==> src/design/hsv_pkg.sv <==
`timescale 1ns / 1ps
// Shared widths and fixed-point constants for the HSV to RGB converter.
// No dependencies; imported by hsv_level and hsv_to_rgb_converter_top.
package hsv_pkg;

	// Channel fractions are numerators over 600000; the largest valid one is 600000.
	localparam int NUM_W   = 20;
	localparam int LEVEL_W = 8;

	// level = floor((17*n + 20000) / 40000), written as floor(floor(x/64)/625).
	localparam int SCALED_W    = 24;
	localparam int SHIFT_BITS  = 6;
	localparam int QUOT_W      = SCALED_W - SHIFT_BITS;
	localparam int RECIP_SHIFT = 21;
	localparam int RECIP_W     = 12;
	localparam int PROD_W      = QUOT_W + RECIP_W;
	localparam int EST_W       = PROD_W - RECIP_SHIFT;
	localparam int REM_W       = QUOT_W + 1;

	localparam logic [RECIP_W-1:0]  RECIP_625 = RECIP_W'(3355);
	localparam logic [9:0]          DIV_625   = 10'd625;
	localparam logic [SCALED_W-1:0] ROUND_ADD = SCALED_W'(20000);

endpackage

==> src/design/hsv_level.sv <==
`timescale 1ns / 1ps
// Converts one channel numerator (over 600000) into an 8-bit level, rounding half up.
// Depends on hsv_pkg; four register stages, one new numerator per cycle.
module hsv_level
	import hsv_pkg::*;
(
	input  logic               clk,
	input  logic [NUM_W-1:0]   num,
	output logic [LEVEL_W-1:0] level
);

	logic [NUM_W-1:0]    num_s3;
	logic [SCALED_W-1:0] x_s4;
	logic [QUOT_W-1:0]   y_s5;
	logic [EST_W-1:0]    est_s5;
	logic [LEVEL_W-1:0]  level_s6;

	logic [QUOT_W-1:0] y_c;
	logic [PROD_W-1:0] prod_c;
	logic [REM_W-1:0]  back_c;
	logic [REM_W-1:0]  rem_c;
	logic [EST_W-1:0]  quot_c;

	always_comb begin
		y_c    = x_s4[SCALED_W-1:SHIFT_BITS];
		prod_c = PROD_W'(y_c) * PROD_W'(RECIP_625);
		// The estimate is the true quotient or one below it.
		back_c = REM_W'(REM_W'(est_s5) * REM_W'(DIV_625));
		rem_c  = REM_W'(y_s5) - back_c;
		quot_c = (rem_c >= REM_W'(DIV_625)) ? est_s5 + EST_W'(1) : est_s5;
	end

	always_ff @(posedge clk) begin
		num_s3   <= num;
		x_s4     <= (SCALED_W'(num_s3) << 4) + SCALED_W'(num_s3) + ROUND_ADD;
		y_s5     <= y_c;
		est_s5   <= prod_c[PROD_W-1:RECIP_SHIFT];
		level_s6 <= quot_c[LEVEL_W-1:0];
	end

	assign level = level_s6;

endmodule

==> src/design/hsv_to_rgb_converter_top.sv <==
`timescale 1ns / 1ps
// HSV to RGB converter: six-stage pipeline, one item accepted every cycle, busy is always low.
// An item accepted at a clock edge raises done once it reaches the last stage register,
// and its result is taken while done is high.
// Results are held one cycle only; the receiver cannot stall, so nothing ever backs up.
// Reset (arst_n low, asynchronous) clears the valid bits only; no result is pending after it.
// Depends on hsv_pkg and hsv_level.
module hsv_to_rgb_converter_top
	import hsv_pkg::*;
(
	input  logic               clk,
	input  logic               arst_n,
	input  logic               start,
	output logic               busy,
	input  logic [9:0]         pixel_tag,
	input  logic [8:0]         hue_degrees,
	input  logic [6:0]         saturation_pct,
	input  logic [6:0]         value_pct,
	output logic               done,
	output logic [9:0]         tag_out,
	output logic [LEVEL_W-1:0] red_level,
	output logic [LEVEL_W-1:0] green_level,
	output logic [LEVEL_W-1:0] blue_level,
	output logic               invalid_input
);

	// Hue sectors of sixty degrees each; hue 360 falls in the last one and, since its
	// middle component is zero there, gives the same colors as hue 0.
	typedef enum logic [2:0] {
		SEC_RY, SEC_YG, SEC_GC, SEC_CB, SEC_BM, SEC_MR
	} sector_t;

	localparam int PIPE_N = 6;

	// Valid bit, tag and invalid flag travel down all six stages with the data.
	logic [PIPE_N-1:0] vld_q;
	logic [9:0]        tag_q [PIPE_N];
	logic              bad_q [PIPE_N];

	logic accept;
	assign busy   = 1'b0;
	assign accept = start && !busy;

	// Stage 1: range check, sector, distance from the sector middle, and the two
	// small products s*v and v*(100-s).
	sector_t     sec_c, sec_s1, sec_s2;
	logic [8:0]  t_c;
	logic [5:0]  d_c, d_s1;
	logic [13:0] sv_s1, vs_s1;
	logic        bad_c;

	always_comb begin
		bad_c = (hue_degrees > 9'd360) || (saturation_pct > 7'd100) || (value_pct > 7'd100);
		if (hue_degrees < 9'd60)        sec_c = SEC_RY;
		else if (hue_degrees < 9'd120)  sec_c = SEC_YG;
		else if (hue_degrees < 9'd180)  sec_c = SEC_GC;
		else if (hue_degrees < 9'd240)  sec_c = SEC_CB;
		else if (hue_degrees < 9'd300)  sec_c = SEC_BM;
		else                            sec_c = SEC_MR;
		// Hue modulo 120, taken by compares; exact for hues up to 479 of the 9-bit maximum 511.
		if (hue_degrees < 9'd120)       t_c = hue_degrees;
		else if (hue_degrees < 9'd240)  t_c = hue_degrees - 9'd120;
		else if (hue_degrees < 9'd360)  t_c = hue_degrees - 9'd240;
		else                            t_c = hue_degrees - 9'd360;
		d_c = (t_c >= 9'd60) ? 6'(t_c - 9'd60) : 6'(9'd60 - t_c);
	end

	// Stage 2: numerators over 600000 for chroma, middle component and offset.
	logic [NUM_W-1:0] cn_s2, xn_s2, mn_s2;

	always_ff @(posedge clk) begin
		sec_s1 <= sec_c;
		d_s1   <= d_c;
		sv_s1  <= 14'(saturation_pct) * 14'(value_pct);
		vs_s1  <= 14'(value_pct) * 14'(7'd100 - saturation_pct);
		sec_s2 <= sec_s1;
		cn_s2  <= NUM_W'(sv_s1) * NUM_W'(60);
		xn_s2  <= NUM_W'(sv_s1) * NUM_W'(6'd60 - d_s1);
		mn_s2  <= NUM_W'(vs_s1) * NUM_W'(60);
	end

	// Route chroma and middle component to the channels by sector and add the offset.
	// An invalid item gets zero numerators, which round to level zero.
	logic [NUM_W-1:0] rn_c, gn_c, bn_c;

	always_comb begin
		rn_c = '0;
		gn_c = '0;
		bn_c = '0;
		case (sec_s2)
			SEC_RY: begin rn_c = cn_s2; gn_c = xn_s2; end
			SEC_YG: begin rn_c = xn_s2; gn_c = cn_s2; end
			SEC_GC: begin gn_c = cn_s2; bn_c = xn_s2; end
			SEC_CB: begin gn_c = xn_s2; bn_c = cn_s2; end
			SEC_BM: begin rn_c = xn_s2; bn_c = cn_s2; end
			default: begin rn_c = cn_s2; bn_c = xn_s2; end
		endcase
		if (bad_q[1]) begin
			rn_c = '0;
			gn_c = '0;
			bn_c = '0;
		end else begin
			rn_c = rn_c + mn_s2;
			gn_c = gn_c + mn_s2;
			bn_c = bn_c + mn_s2;
		end
	end

	// Stages 3 to 6: scaling by 255 and rounding, one unit per channel.
	hsv_level u_red   (.clk(clk), .num(rn_c), .level(red_level));
	hsv_level u_green (.clk(clk), .num(gn_c), .level(green_level));
	hsv_level u_blue  (.clk(clk), .num(bn_c), .level(blue_level));

	always_ff @(posedge clk or negedge arst_n) begin
		if (!arst_n) begin
			vld_q <= '0;
		end else begin
			vld_q <= {vld_q[PIPE_N-2:0], accept};
		end
	end

	always_ff @(posedge clk) begin
		tag_q[0] <= pixel_tag;
		bad_q[0] <= bad_c;
		for (int i = 1; i < PIPE_N; i++) begin
			tag_q[i] <= tag_q[i-1];
			bad_q[i] <= bad_q[i-1];
		end
	end

	assign done          = vld_q[PIPE_N-1];
	assign tag_out       = tag_q[PIPE_N-1];
	assign invalid_input = bad_q[PIPE_N-1];

endmodule
==> config.mk <==
export PLATFORM = sky130hd
export DESIGN_NAME = hsv_to_rgb_converter_top
export DESIGN_NICKNAME = d
export VERILOG_FILES = /design/src/design/hsv_pkg.sv /design/src/design/hsv_level.sv /design/src/design/hsv_to_rgb_converter_top.sv
export SDC_FILE = /design/constraint.sdc
export NUM_CORES = 2
export LEC_CHECK = 0
export BUFFER_PORTS_ARGS = -buffer_cell sky130_fd_sc_hd__buf_2
export CAP_MARGIN = 20
export CORE_AREA = 2 2 285 230
export CTS_BUF_LIST = sky130_fd_sc_hd__clkbuf_16
export CTS_CLUSTER_DIAMETER = 100
export DETAILED_ROUTE_END_ITERATION = 6
export DIE_AREA = 0 0 287 232
export GPL_ROUTABILITY_DRIVEN = 0
export PLACE_DENSITY = 0.89
export SETUP_SLACK_MARGIN = 0.1
export SLEW_MARGIN = 10
export SYNTH_ARGS = -nofsm -noshare
export SYNTH_HDL_FRONTEND = slang
export SYNTH_SLANG_ARGS = --single-unit
==> constraint.sdc <==
create_clock -name clk -period 6.4 [get_ports clk]
set_input_delay 0.96 -clock clk [delete_from_list [all_inputs] [get_ports clk]]
set_output_delay 0.96 -clock clk [all_outputs]
set_load 0.02 [all_outputs]
# Yosys cells after proc, flatten, opt, wreduce, memory -nomap -nowiden
# Memory sizes are Yosys's and may differ from the RTL's.
# Index checks and enable logic that the tools add are counted.
# totals
wordCells,103
ff_bits,339
output_inout_bits,37
ramBits,66
input_bits,36
mem_count,2
# op_classes
magnitude_cmp,13
mul,11
n_addsub,22
n_eq_ne,4
muxes,14
n_reduce_logical,11
# memory_table
memory,depth,word_bits,read_ports,rd_clocked_by_memory_dff,wr,line,rtl
tag_q,6,10,6,0,6,hsv_to_rgb_converter_top.sv:37,logic [9:0] tag_q [PIPE_N];
bad_q,6,1,6,0,6,hsv_to_rgb_converter_top.sv:38,logic bad_q [PIPE_N];
# op_table
operator,count
$pmux 20 s2,3
$mul 18x12->30 const B,3
$add 24x15->24 const B,3
$add 24x20->24,3
$add 20x20->20,3
$ge 19x10->1 const B,3
$mul 9x10->19 const B,3
$sub 18x19->19,3
$mul 14x4->18 const B,2
$mux 9,3
$add 8x1->8 const B,3
$mux 8,3
$mul 15x7->20,1
$lt 9x8->1 const B,2
$lt 9x9->1 const B,2
$gt 7x7->1 const B,2
$mul 7x7->14,1
$mul 8x8->14,1
$reduce_or 2->1,7
$ge 9x6->1 const B,1
$gt 9x9->1 const B,1
$lt 9x6->1 const B,1
$lt 9x7->1 const B,1
$sub 9x7->9 const B,1
15 further kinds,19

# Depth between registers and ports, before layout
# logic_depth
depth_word,6
ltp_mapped,23
ltp_nobuf,23

# Hierarchy
# From an unflattened synthesis, not the netlist that was laid out.
# unflattened
cells_unflattened,4403
area_unflattened_um2,41986.5
# by_module_without_submodules
module,cells_each,seq_area_each_um2,n_inst,area_each_um2
hsv_to_rgb_converter_top,1729,3353.2,1,16244.3
hsv_level (u_blue),913,1461.4,1,8753.4
hsv_level (u_green),892,1461.4,1,8546.9
hsv_level (u_red),869,1461.4,1,8441.8

# Worst setup path after synthesis
# OpenSTA, ideal clock, no wires.
# synth_timing
path_kind,register to register
from,reg u_green.est_s5[6]
to,reg u_green.level_s6[1] (netlist: u_green.level[1])
stages_incl_launch_ff,20
setup_time_ps,123
arrival_time_ps,5297
slack_ps,980
required_time_ps,6277
period_less_slack_ps,5420
n_path_buf,1
path_cell_list,dfxtp_1 > inv_1 > fa_1 > inv_1 > fa_1 > ha_1 > fa_1 > inv_1 > fa_1 > ha_1 > clkbuf_1 > o21ai_0 > o21ai_0 > a221o_1 > xor2_1 > nor3_1 > o32ai_1 > nor4_4 > nand2_1 > mux2_1
# synth_between
elab_chain_len,4
# synth_rtl
item,line,rtl
from (decl),hsv_level.sv:15,logic [EST_W-1:0] est_s5;
from (signal assigned),hsv_level.sv:37,est_s5 <= prod_c[PROD_W-1:RECIP_SHIFT];
$mul 9x10->19,hsv_level.sv:28,back_c = REM_W'(REM_W'(est_s5) * REM_W'(DIV_625));
$sub 18x19->19,hsv_level.sv:29,rem_c = REM_W'(y_s5) - back_c;
$ge 19x10->1,hsv_level.sv:30,quot_c = (rem_c >= REM_W'(DIV_625)) ? est_s5 + EST_W'(1) : est_s5;
$mux 8,hsv_level.sv:30,
via u_green.quot_c[1],hsv_level.sv:22,logic [EST_W-1:0] quot_c;
to (signal assigned),hsv_level.sv:38,level_s6 <= quot_c[LEVEL_W-1:0];
to (decl),hsv_level.sv:16,logic [LEVEL_W-1:0] level_s6;
# The timed path passes the listed nets, and every way through them passes these cells.
# A chain may end at the register's enable or synchronous reset.

# Worst setup path after layout
# layout_timing
from,reg u_blue.est_s5[6]
to,reg u_blue.level_s6[1] (netlist: u_blue.level[1])
# layout_between
elab_chain_len,4
# layout_rtl
item,line
from (decl),hsv_level.sv:15
from (signal assigned),hsv_level.sv:37
$mul 9x10->19,hsv_level.sv:28
$sub 18x19->19,hsv_level.sv:29
$ge 19x10->1,hsv_level.sv:30
$mux 8,hsv_level.sv:30
via u_blue.quot_c[1],hsv_level.sv:22
to (signal assigned),hsv_level.sv:38
to (decl),hsv_level.sv:16
# The timed path passes the listed nets, and every way through them passes these cells.

==> results by group <==
Status
  – Status: finished clean

Clock tree
  – CTS Buffer Depth: 3
  – Clk Latency, worst-skew pair: 0.60 ns
  – CTS clk-pin slew, worst paths: 0.06 ns
  – CTS tree: built
  – CTS H-tree depth: 2
  – CTS Sinks: 385
  – CTS Root Cell: clkbuf_16
  – Num CTS Buffers: 42

Worst hold path
  – Min-Delay Path Class: in2async

Run
  – MaxCap Viol Count: 0

Yosys
  – Top cell type's share of synthesized area: 0.228
  – Register area share after synthesis: 0.186
  – Post-Syn Instances: 4,435
  – Register bit total from synthesis: 385
  – Area contributors post-synth: ha_1, fa_1, dfxtp_1
  – Ys Warns: 0
  – Synth Flop Type: dfxtp_1
  – Syn avg cell area: 9.40 um^2
  – Post-Syn Area: 41,700 um^2
  – Yosys top cell by area: ha_1
  – Asr flop ratio synth: 0.0156
  – Most common cell in the synthesized netlist: inv_1
  – Post-Syn Nets: 5,691
  – Post-synth EDFFs: 0
  – Most instantiated cells after synthesis: inv_1, ha_1, fa_1
  – Yosys cell types: 101

Die
  – Die width: 287 um
  – Initial Util: 0.654
  – Die Area: 66,600 um^2
  – Total core area: 63,800 um^2
  – Die Height: 232 um
  – Top Ports: 73
  – Num rows: 83

Critical path
  – CP Capture Type: flip-flop
  – Worst setup SP type: flip-flop
  – Critical path type: reg2reg
  – Worst setup startpoint: u_blue.est_s5[6]
  – R2R Path End: u_blue.level[1]
  – Slowest CP cell: or4_4
  – CP delay by family, top: adder cells
  – Worst EP arrival: 6.48 ns
  – Setup slack, reg-to-reg: 0.39 ns
  – Crit path top cell by count: fa_1
  – CP required: 6.88 ns
  – Crit path cell chain: inv_1 > fa_1 > inv_1 > fa_1 > ha_1 > fa_1 > fa_1 > inv_1 > ha_1 > a21oi_1 > nor2_1 > a2111oi_0 > nand3_1 > or4_4 > a2111oi_4 > nand3_2 > mux2_4
  – Crit-path max cell delay: 0.56 ns
  – Crit Reg-Reg Startpoint: u_blue.est_s5[6]
  – Worst Reg-to-Reg Cells: 17
  – Worst-path fanout max: 13
  – WP buf/inv: 3

Routing
  – Initial DRT Pass Iterations: 6
  – Residual DRC: 0
  – Antenna Nets Post-Route: 0
  – DRT Wirelength: 93.6 mm
  – Total number of vias: 31,000
  – Vias/cell: 5.76
  – Drt wl/cell: 17.4 um
  – Violation count after the first detailed-route iteration: 2,483

Timing
  – Final Hold Vio Count: 0
  – Clock Skew: 0.0276 ns
  – Max Clock Freq: 0.167 GHz
  – Fin. max-slew vios: 0
  – Fin crit period: 6.01 ns
  – Tightest Pin Transition: 0.970 ns
  – Setup TNS Final: 0 ns
  – Max_slew headroom: 0.345
  – RSZ-0062 raised after global routing: false
  – Setup violations, final: 0
  – Final period util: 0.938

GRT
  – First-pass GRT wire length: 157 mm
  – Largest net degree at the start of global routing: 60
  – All-Layer GR Usage: 0.288
  – Vias in the first global route: 32,700
  – Initial antenna violation count: 0
  – Gr ovfl total: 0

Layout
  – Layout net count: 5,766
  – Area delta synth->final: 6.37%
  – # diodes: 0
  – Final Core Density: 0.696
  – Fraction of layout cells with a size suffix above 1: 0.0460

Placed design
  – PortBufs: 71
  – DP HPWL: 76.3 mm
[through the flow]
stage | hold slack [ns] | setup WS [ns] | std cells | area (um^2)
2_1_floorplan | 0.310 | 0.980 | 4435 | 41700
3_3_place_gp | 0.310 | 0.629 | 5316 | 43000
3_5_place_dp | 0.312 | 0.273 | 5316 | 43000
4_1_cts | 0.157 | 0.255 | 5390 | 44300
5_1_grt | 0.167 | 0.118 | 5390 | 44400
6_report | 0.183 | 0.395 | 5390 | 44400
[worst max path at each step]
stage,to,cells after the start
after global placement,xn_s2[18],19
after floorplan,u_green.level[1],19
final,u_blue.level[1],17
after CTS,xn_s2[19],20
after global routing,u_blue.level[1],17
after detailed placement,xn_s2[19],20
[flip-flops by register name, summed over array words and instances (netlist names), 13 cells and up]
signal / flops
u_green.y_s5: 18
u_blue.y_s5: 18
u_green.x_s4: 18
u_green.num_s3: 20
cn_s2: 17
u_blue.num_s3: 20
xn_s2: 20
mn_s2: 18
u_red.x_s4: 18
u_red.y_s5: 18
u_blue.x_s4: 18
tag_q: 60
vs_s1: 14
u_red.num_s3: 20
sv_s1: 13
[layout by cell type (no fill, tap or decap), types with 9 or more instances in the layout]
| cell type | instances |
|---|---|
| or3_1 | 20 |
| o31ai_1 | 12 |
| a31oi_1 | 18 |
| nand3_1 | 68 |
| inv_1 | 990 |
| nor2_1 | 220 |
| nor4_1 | 14 |
| nand2_1 | 187 |
| xor2_1 | 60 |
| xnor2_1 | 166 |
| o2111ai_1 | 13 |
| nor3b_1 | 11 |
| o211ai_1 | 15 |
| and3_1 | 33 |
| buf_4 | 12 |
| fa_1 | 461 |
| nor2b_1 | 42 |
| a311oi_1 | 11 |
| nand2b_1 | 40 |
| o21ai_0 | 112 |
| mux2i_1 | 11 |
| a21oi_1 | 153 |
| nand4_1 | 17 |
| or2_2 | 18 |
| a21boi_0 | 9 |
| a21o_1 | 52 |
| ha_1 | 759 |
| a211oi_1 | 31 |
| o41ai_1 | 10 |
| nor3_1 | 72 |
| clkbuf_16 | 43 |
| dfxtp_1 | 377 |
| o21a_1 | 23 |
| o21bai_1 | 17 |
| buf_2 | 71 |
| a211o_1 | 12 |
| nand3b_1 | 9 |
| and2_1 | 118 |
| a22o_1 | 50 |
[cells by family (layout without fill, tap and decap cells)]
family / Yosys count / count (layout) / share of synthesized area
adders and majority gates: 1223 / 1223 / 0.450
buffers and inverters: 1033 / 1138 / 0.0931
and+or+nand+nor: 903 / 903 / 0.110
AOI/OAI and AO/OA: 642 / 642 / 0.107
DFF: 385 / 385 / 0.186
xor gates and xnor gates: 229 / 229 / 0.0488
muxes: 19 / 19 / 0.00495
other: 1 / 1 / 0.0000899
[what timing repair did]
action | in CTS | in global routing
gates resized for setup | 0 | 4
setup endpoints to repair | 0 | 4
setup buffers | 0 | 0
hold buffers | 0 | 0
[layer usage]
metal,wire (um),global-route usage
met4,3560,0.112
met2,45400,0.502
met5,0,0
met1,38300,0.355
met3,6430,0.0497
[final cells by class]
cell class,instances,area [um^2]
flip-flops and latches,385,7740
multi-input cells,3017,30100
inverters,981,3680
fillers,4426,19400
clock inverters,31,254
well taps,850,1060
clock buffers,43,1080
repair buffers,83,445
Power is left out: the tool's default activity adds up to more than one toggle a clock period on the data nets, which glitch-free logic cannot reach.
